<file path="config.mk">
export PLATFORM = sky130hd
export DESIGN_NAME = substring_replace_stream
export DESIGN_NICKNAME = d
export VERILOG_FILES = /design/src/design/srs_pkg.sv /design/src/design/substring_replace_stream.sv /design/src/design/srs_config.sv /design/src/design/srs_window.sv /design/src/design/srs_burst.sv
export SDC_FILE = /design/constraint.sdc
export NUM_CORES = 1
export LEC_CHECK = 0
export ABC_AREA = 1
export BUFFER_PORTS_ARGS = -buffer_cell sky130_fd_sc_hd__buf_2
export CAP_MARGIN = 0
export CORE_ASPECT_RATIO = 0.9
export CORE_MARGIN = 3
export CORE_UTILIZATION = 55
export DETAILED_ROUTE_END_ITERATION = 12
export GPL_ROUTABILITY_DRIVEN = 0
export GPL_TIMING_DRIVEN = 0
export PLACE_DENSITY = 0.78
export SETUP_SLACK_MARGIN = 0.1
export SYNTH_ARGS = -nofsm -noshare
export SYNTH_HDL_FRONTEND = slang
export SYNTH_SLANG_ARGS = --single-unit
</file>
<file path="constraint.sdc">
create_clock -name clk -period 14.95 [get_ports clk]
set_input_delay 0.7475 -clock clk [delete_from_list [all_inputs] [get_ports clk]]
set_output_delay 0.7475 -clock clk [all_outputs]
set_load 0.02 [all_outputs]
</file>
<file path="src/design/srs_pkg.sv">
// Shared types and constants for the streaming substring replacer.
// Used by srs_config, srs_window, srs_burst and substring_replace_stream.
`default_nettype none

package srs_pkg;

	localparam int BYTE_W          = 8;
	localparam int MAX_PATTERN     = 8;
	localparam int MAX_REPLACEMENT = 8;
	localparam int WIN_DEPTH       = 8;
	localparam int CFG_W           = 64;
	localparam int LEN_W           = 4;
	localparam int FILL_W          = 3;
	localparam int IDX_W           = 3;
	localparam int CNT_W           = 4;
	localparam int REG_IDX_W       = 2;

	typedef enum logic [REG_IDX_W-1:0] {
		REG_PATTERN_BYTES      = 2'd0,
		REG_PATTERN_LENGTH     = 2'd1,
		REG_REPLACEMENT_BYTES  = 2'd2,
		REG_REPLACEMENT_LENGTH = 2'd3
	} reg_index_t;

	// Configuration with both lengths already limited to their maxima.
	typedef struct packed {
		logic [MAX_PATTERN*BYTE_W-1:0]     pattern;
		logic [LEN_W-1:0]                  plen;
		logic [MAX_REPLACEMENT*BYTE_W-1:0] repl;
		logic [LEN_W-1:0]                  rlen;
	} cfg_t;

	// All results caused by one input item.
	typedef struct packed {
		logic [WIN_DEPTH-1:0][BYTE_W-1:0] data;
		logic [CNT_W-1:0]                 count;
		logic                             valid;
		logic                             fin;
	} burst_t;

	typedef struct packed {
		logic busy;
		logic last_take;
	} burst_status_t;

endpackage

`default_nettype wire

</file>
<file path="src/design/substring_replace_stream.sv">
// Streaming substring replacer: an item is registered, matched against the window in
// one pass, and its burst of up to eight results sent one per cycle while m_tready is high.
// The first result of an item is offered after it passes the item and result registers.
// One item per cycle unless an item with results waits for a busy result register.
// Reset: asynchronous; clears the configuration, the window fill and all valid flags.
// Depends on srs_pkg, srs_config, srs_window and srs_burst.
`default_nettype none

module substring_replace_stream (
	input  wire logic                          clk,
	input  wire logic                          arst_n,
	input  wire logic                          s_tvalid,
	output logic                               s_tready,
	input  wire logic [srs_pkg::BYTE_W-1:0]    s_tdata,   // in_byte
	input  wire logic                          s_tlast,   // in_final
	output logic                               m_tvalid,
	input  wire logic                          m_tready,
	output logic [srs_pkg::BYTE_W-1:0]         m_tdata,   // out_byte
	output logic [1:0]                         m_tuser,   // stream_end (bit 1), out_valid (bit 0)
	output logic                               m_tlast,   // run_end
	input  wire logic                          cfg_we,
	input  wire logic [srs_pkg::REG_IDX_W-1:0] cfg_index,
	input  wire logic [srs_pkg::CFG_W-1:0]     cfg_data
);

	srs_pkg::cfg_t          cfg;
	srs_pkg::burst_t        burst_d;
	srs_pkg::burst_status_t status;

	logic                       valid_s1;
	logic [srs_pkg::BYTE_W-1:0] byte_s1;
	logic                       final_s1;
	logic                       advance;
	logic                       load;

	// Items with no result never wait for the result register.
	assign advance  = valid_s1 & ((burst_d.count == '0) | ~status.busy | status.last_take);
	assign load     = advance & (burst_d.count != '0);
	assign s_tready = ~valid_s1 | advance;

	always_ff @(posedge clk or negedge arst_n) begin
		if (!arst_n) begin
			valid_s1 <= 1'b0;
		end else if (s_tready) begin
			valid_s1 <= s_tvalid;
		end
	end

	always_ff @(posedge clk) begin
		if (s_tvalid && s_tready) begin
			byte_s1  <= s_tdata;
			final_s1 <= s_tlast;
		end
	end

	srs_config u_config (
		.clk       (clk),
		.arst_n    (arst_n),
		.cfg_we    (cfg_we),
		.cfg_index (cfg_index),
		.cfg_data  (cfg_data),
		.cfg       (cfg)
	);

	srs_window u_window (
		.clk        (clk),
		.arst_n     (arst_n),
		.cfg        (cfg),
		.item_byte  (byte_s1),
		.item_final (final_s1),
		.advance    (advance),
		.burst_d    (burst_d)
	);

	srs_burst u_burst (
		.clk      (clk),
		.arst_n   (arst_n),
		.load     (load),
		.burst_d  (burst_d),
		.m_tready (m_tready),
		.m_tvalid (m_tvalid),
		.m_tdata  (m_tdata),
		.m_tuser  (m_tuser),
		.m_tlast  (m_tlast),
		.status   (status)
	);

endmodule

`default_nettype wire

</file>
<file path="src/design/srs_config.sv">
// Configuration registers of the substring replacer, with length limiting.
// Depends on srs_pkg.
`default_nettype none

module srs_config (
	input  wire logic                            clk,
	input  wire logic                            arst_n,
	input  wire logic                            cfg_we,
	input  wire logic [srs_pkg::REG_IDX_W-1:0]   cfg_index,
	input  wire logic [srs_pkg::CFG_W-1:0]       cfg_data,
	output srs_pkg::cfg_t                        cfg
);

	logic [srs_pkg::MAX_PATTERN*srs_pkg::BYTE_W-1:0]     pattern_q;
	logic [srs_pkg::LEN_W-1:0]                           plen_q;
	logic [srs_pkg::MAX_REPLACEMENT*srs_pkg::BYTE_W-1:0] repl_q;
	logic [srs_pkg::LEN_W-1:0]                           rlen_q;

	always_ff @(posedge clk or negedge arst_n) begin
		if (!arst_n) begin
			pattern_q <= '0;
			plen_q    <= '0;
			repl_q    <= '0;
			rlen_q    <= '0;
		end else if (cfg_we) begin
			unique case (srs_pkg::reg_index_t'(cfg_index))
				srs_pkg::REG_PATTERN_BYTES:
					pattern_q <= cfg_data[srs_pkg::MAX_PATTERN*srs_pkg::BYTE_W-1:0];
				srs_pkg::REG_PATTERN_LENGTH:     plen_q <= cfg_data[srs_pkg::LEN_W-1:0];
				srs_pkg::REG_REPLACEMENT_BYTES:
					repl_q <= cfg_data[srs_pkg::MAX_REPLACEMENT*srs_pkg::BYTE_W-1:0];
				srs_pkg::REG_REPLACEMENT_LENGTH: rlen_q <= cfg_data[srs_pkg::LEN_W-1:0];
				default: ;
			endcase
		end
	end

	always_comb begin
		cfg.pattern = pattern_q;
		cfg.repl    = repl_q;
		cfg.plen    = (plen_q > srs_pkg::LEN_W'(srs_pkg::MAX_PATTERN)) ?
		              srs_pkg::LEN_W'(srs_pkg::MAX_PATTERN) : plen_q;
		cfg.rlen    = (rlen_q > srs_pkg::LEN_W'(srs_pkg::MAX_REPLACEMENT)) ?
		              srs_pkg::LEN_W'(srs_pkg::MAX_REPLACEMENT) : rlen_q;
	end

endmodule

`default_nettype wire

</file>
<file path="src/design/srs_window.sv">
// Match window: holds the bytes not yet emitted and works out the result burst
// of the registered item in one pass. Depends on srs_pkg.
`default_nettype none

module srs_window (
	input  wire logic                         clk,
	input  wire logic                         arst_n,
	input  wire srs_pkg::cfg_t                cfg,
	input  wire logic [srs_pkg::BYTE_W-1:0]   item_byte,
	input  wire logic                         item_final,
	input  wire logic                         advance,
	output srs_pkg::burst_t                   burst_d
);

	logic [srs_pkg::BYTE_W-1:0] win_q [srs_pkg::WIN_DEPTH];
	logic [srs_pkg::FILL_W-1:0] fill_q;

	logic [srs_pkg::BYTE_W-1:0] win_add [srs_pkg::WIN_DEPTH];
	logic [srs_pkg::BYTE_W-1:0] win_nxt [srs_pkg::WIN_DEPTH];
	logic [srs_pkg::CNT_W-1:0]  fill_add;
	logic [srs_pkg::FILL_W-1:0] fill_nxt;
	logic                       hit;
	logic                       pass;
	logic                       at_len;
	logic                       use_repl;
	logic [srs_pkg::CNT_W-1:0]  count;

	always_comb begin
		fill_add = {1'b0, fill_q} + srs_pkg::CNT_W'(1);
		for (int i = 0; i < srs_pkg::WIN_DEPTH; i++) begin
			win_add[i] = (fill_q == srs_pkg::FILL_W'(i)) ? item_byte : win_q[i];
		end

		hit = 1'b1;
		for (int i = 0; i < srs_pkg::MAX_PATTERN; i++) begin
			if (srs_pkg::LEN_W'(i) < cfg.plen &&
			    win_add[i] != cfg.pattern[i*srs_pkg::BYTE_W +: srs_pkg::BYTE_W]) begin
				hit = 1'b0;
			end
		end

		// A shrunk pattern leaves more bytes than it can match: flush them all.
		pass   = (cfg.plen == '0) || (fill_add > cfg.plen);
		at_len = (fill_add == cfg.plen);

		use_repl = 1'b0;
		for (int i = 0; i < srs_pkg::WIN_DEPTH; i++) win_nxt[i] = win_add[i];
		if (pass) begin
			count    = fill_add;
			fill_nxt = '0;
		end else if (at_len && hit) begin
			use_repl = 1'b1;
			count    = cfg.rlen;
			fill_nxt = '0;
		end else if (at_len) begin
			// Miss: the oldest byte leaves, the final byte flushes the rest.
			count    = item_final ? fill_add : srs_pkg::CNT_W'(1);
			fill_nxt = item_final ? '0 : fill_q;
			for (int i = 0; i < srs_pkg::WIN_DEPTH - 1; i++) win_nxt[i] = win_add[i+1];
		end else begin
			count    = item_final ? fill_add : '0;
			fill_nxt = item_final ? '0 : fill_add[srs_pkg::FILL_W-1:0];
		end

		burst_d.fin   = item_final;
		burst_d.valid = 1'b1;
		for (int i = 0; i < srs_pkg::WIN_DEPTH; i++) begin
			burst_d.data[i] = use_repl ?
			                  cfg.repl[i*srs_pkg::BYTE_W +: srs_pkg::BYTE_W] : win_add[i];
		end
		burst_d.count = count;
		// A final item that emits nothing still yields one empty end marker.
		if (item_final && count == '0) begin
			burst_d.count   = srs_pkg::CNT_W'(1);
			burst_d.valid   = 1'b0;
			burst_d.data[0] = '0;
		end
	end

	always_ff @(posedge clk or negedge arst_n) begin
		if (!arst_n) begin
			fill_q <= '0;
		end else if (advance) begin
			fill_q <= fill_nxt;
		end
	end

	always_ff @(posedge clk) begin
		if (advance) begin
			for (int i = 0; i < srs_pkg::WIN_DEPTH; i++) win_q[i] <= win_nxt[i];
		end
	end

endmodule

`default_nettype wire

</file>
<file path="src/design/srs_burst.sv">
// Result register: holds one item's burst and sends it out one result per cycle while m_tready is high.
// Depends on srs_pkg.
`default_nettype none

module srs_burst (
	input  wire logic                        clk,
	input  wire logic                        arst_n,
	input  wire logic                        load,
	input  wire srs_pkg::burst_t             burst_d,
	input  wire logic                        m_tready,
	output logic                             m_tvalid,
	output logic [srs_pkg::BYTE_W-1:0]       m_tdata,  // out_byte
	output logic [1:0]                       m_tuser,  // stream_end (bit 1), out_valid (bit 0)
	output logic                             m_tlast,  // run_end
	output srs_pkg::burst_status_t           status
);

	srs_pkg::burst_t           bst_s2;
	logic                      busy_q;
	logic [srs_pkg::IDX_W-1:0] idx_q;
	logic                      last_beat;

	assign last_beat = ({1'b0, idx_q} == bst_s2.count - srs_pkg::CNT_W'(1));

	assign m_tvalid         = busy_q;
	assign m_tdata          = bst_s2.data[idx_q];
	assign m_tuser          = {bst_s2.fin & last_beat, bst_s2.valid};
	assign m_tlast          = last_beat;
	assign status.busy      = busy_q;
	assign status.last_take = busy_q & m_tready & last_beat;

	always_ff @(posedge clk or negedge arst_n) begin
		if (!arst_n) begin
			busy_q <= 1'b0;
			idx_q  <= '0;
		end else if (load) begin
			busy_q <= 1'b1;
			idx_q  <= '0;
		end else if (busy_q && m_tready) begin
			if (last_beat) begin
				busy_q <= 1'b0;
			end else begin
				idx_q <= idx_q + srs_pkg::IDX_W'(1);
			end
		end
	end

	always_ff @(posedge clk) begin
		if (load) begin
			bst_s2 <= burst_d;
		end
	end

endmodule

`default_nettype wire

</file>
==> out/qor.txt <==
most used standard cell by instance count after synthesis - nand2_1
top achievable clock speed - 185 MHz
number of buffers added for setup after CTS - 0
Yosys top cell area share - 0.294
kind of path behind the tightest hold check - primary input to asynchronous set/reset pin
critical path start-end classification - flip-flop to output port
CTS sink count - 287
Register-to-Register Setup Slack - 9.77 ns
starting density of the core - 0.570
proportion of layout cells with a drive suffix above 1 - 0.0938
final max-slew violation count - 0
final net count - 2,051
post-synthesis instance area - 14,600 um2
CTS H-tree depth - 1
synth top area cells - edfxtp_1, dfrtp_1, nand2_1
vias per cell - 5.75
initial antenna violation count - 0
critical path endpoint category - output port
Vert. Die Dim - 161 um
clk slew on worst S/H paths - 0.07 ns
Clock Latency Late Sink - 0.57 ns
overall die area - 28,500 um2
worst r2r dst - u_burst.bst_s2[49]$_DFFE_PP_
post-synthesis sequential element count - 287
number of unique standard cell types used by synthesis - 28
mean cell area of the mapped netlist - 7.96 um2
Yosys top cell by area - edfxtp_1
Worst VDD drop - 0.111 mV
clock root buffer - clkbuf_16
Setup TNS Final - 0 ns
internal portion of total power - 1.97 mW
Non-Filler Cell Area, Final - 16,500 um2
proportion of power drawn by combinational gates - 0.390
slew at the pin closest to its max-slew limit - 1.14 ns
PortBufs - 92
vias post-DR - 13,379
Ports - 93
DP Area - 15,600 um2
maximum buffer depth of the clock tree - 3
Switching Power - 1.36 mW
data required time of the worst path - 14.20 ns
switching share of total power - 0.407
GR Overflow Total - 0
maximum number of pins on one net before global-route repair - 75
Pre-Repair DR Iteration Count - 7
P per Cell Area - 201 nW/um2
Routed wire per std cell - 19.4 um
hold buffer count at CTS - 0
die boundary width - 178 um
antenna-violating nets left - 0
clock power share - 0.222
most used standard cells in the synthesized netlist - nand2_1, o21ai_0, inv_1, dfrtp_1, edfxtp_1
proportion of synthesized chip area in sequential cells - 0.541
share of synthesized flip-flops with an asynchronous set or reset - 0.502
type of origin of the critical path - flip-flop
number of standard cells after synthesis - 1,833
count of flip-flops with a built-in enable after synthesis - 143
max-cap violation count - 0
arrival time of data at the critical path endpoint - 4.65 ns
result of the run - completed
final worst-path cycle share - 0.361
combined global-route utilization of all metal layers - 0.313
global-route wire length before repair - 69,100 um
final critical path time including I/O delays and setup - 5.40 ns
static leakage - 7.93 nW
via count of the first global-routing pass - 12,471
hold violation total from the final report - 0
Relative slew margins - 0.242
Worst Reg-to-Reg Cells - 24
total number of yosys warnings - 0
worst r2r src - u_window.fill_q[2]$_DFFE_PN0P_
total of endpoints with negative setup slack in the final report - 0
RSZ-0062 raised after global routing - false
Most used DFF post-synth - dfrtp_1
placeable core region - 25,600 um2
count of cells resized by post-cts repair - 0
aggregate routed wire length - 45,000 um
Detailed Route Iter0 Violations - 2,115
CTS tree - built
core utilization of the finished layout - 0.646
Remaining DRCs - 0
Std-Cell Rows - 55
number of clock buffers inserted by TritonCTS - 29
Seq pwr share - 0.388
Mapped Nets - 1,925
crit-path max FO - 10
Worst Clk Skew - 0.0161 ns
hpwl dp - 31,800 um
area delta synth->final - 13.3%
==> flip-flops by register name, indices dropped and copies added, names as in the netlist, 4 cells and up <==
signal	count
u_config.plen_q	4
u_config.repl_q	64
u_window.win_q	64
u_config.pattern_q	64
byte_s1	8
u_burst.bst_s2	69
u_config.rlen_q	4
==> cell families (layout without fill, tap and decap cells) <==
group,count (synthesis),count (layout),share of synthesized area
adder cells (fa/ha/maj),12,12,0.0103
other,0,1,0
buffers and inverters,294,443,0.0789
AND/OR/NAND/NOR,942,942,0.265
XOR/XNOR,3,3,0.00180
AO/OA/AOI/OAI,295,295,0.103
flip-flops,287,287,0.541
==> layer usage <==
layer / vias up / routed length (um) / global-route usage
met4: 0 / 2180 / 0.123
li1: 6145 / - / -
met3: 144 / 5000 / 0.0456
met5: - / 0 / 0
met2: 844 / 19700 / 0.474
met1: 6246 / 18100 / 0.457
==> critical path, cell delays in order (launching register included) <==
cell and delay [ns]:
dfrtp_1 0.57, inv_2 0.27, buf_2 0.31, ha_1 0.35
buf_2 0.25, inv_1 0.18, nand2_1 0.12, nand2_1 0.12
nand2_1 0.10, nand2_1 0.05, inv_1 0.04, nand2_1 0.04
nor2_1 0.09, nand2_1 0.15, nand2_1 0.10, nand3_1 0.11
nor2_4 0.18, nand4_1 0.10, nand3_1 0.13, nand2_1 0.07
nor2_1 0.13, nand3_1 0.12, nand2_2 0.14, inv_2 0.07
nand2_1 0.11, buf_2 0.18
==> how the worst max path moves through the flow <==
stage | startpoint | endpoint | slack [ns] | cells past startpoint
after global routing | u_window.fill_q[2]$_DFFE_PN0P_ | s_tready | 9.26 | 25
after floorplan | u_window.fill_q[2]$_DFFE_PN0P_ | u_window.win_q[0][0]$_DFFE_PP_ | 9.23 | 24
after CTS | u_window.fill_q[2]$_DFFE_PN0P_ | s_tready | 9.78 | 24
after global placement | u_window.fill_q[2]$_DFFE_PN0P_ | u_window.win_q[0][26]$_DFFE_PP_ | 6.67 | 23
final | u_window.fill_q[2]$_DFFE_PN0P_ | s_tready | 9.55 | 25
after detailed placement | u_window.fill_q[2]$_DFFE_PN0P_ | u_burst.bst_s2[33]$_DFFE_PP_ | 10.08 | 23
==> metrics by stage <==
| stage | hold slack [ns] | power (mW) | worst slack [ns] | instances |
|---|---|---|---|---|
| after detailed placement | 0.473 | 2.54 | 10.08 | 2270 |
| after global placement | 0.470 | 2.49 | 6.67 | 2267 |
| final | 0.194 | 3.33 | 9.55 | 2325 |
| after global routing | 0.262 | 3.51 | 9.26 | 2324 |
| after CTS | 0.227 | 3.28 | 9.78 | 2324 |
| after floorplan | 0.452 | 2.12 | 9.23 | 1833 |
==> area by class of cell <==
| class | count | area, um2 |
|---|---|---|
| sequential | 287 | 7900 |
| timing repair buffer | 95 | 534 |
| fill | 2225 | 9060 |
| buffer | 88 | 378 |
| antenna | 1 | 2.50 |
| clock buffer | 44 | 910 |
| clock inverter | 10 | 60.1 |
| inverter | 206 | 776 |
| multi-input combinational | 1252 | 5560 |
| tap | 342 | 428 |
==> power groups by stage <==
stage / Sequential (mW) / Clock [mW] / Combinational [mW]
after floorplan: 1.27 / 0 / 0.858
after detailed placement: 1.30 / 0 / 1.24
after global placement: 1.31 / 0 / 1.18
after global routing: 1.31 / 0.775 / 1.42
final: 1.29 / 0.740 / 1.30
after CTS: 1.29 / 0.740 / 1.26
==> layout by cell type (no fill, tap or decap), drive strengths merged, types with 12 or more instances in the layout <==
master and n:
nor2 97, nand2 693, ha 12, o21ai 274, inv 206, nand3b 43, clkbuf 103, dfrtp 144
nand3 100, buf 124, edfxtp 143
Power figures use the tool's default switching activity.
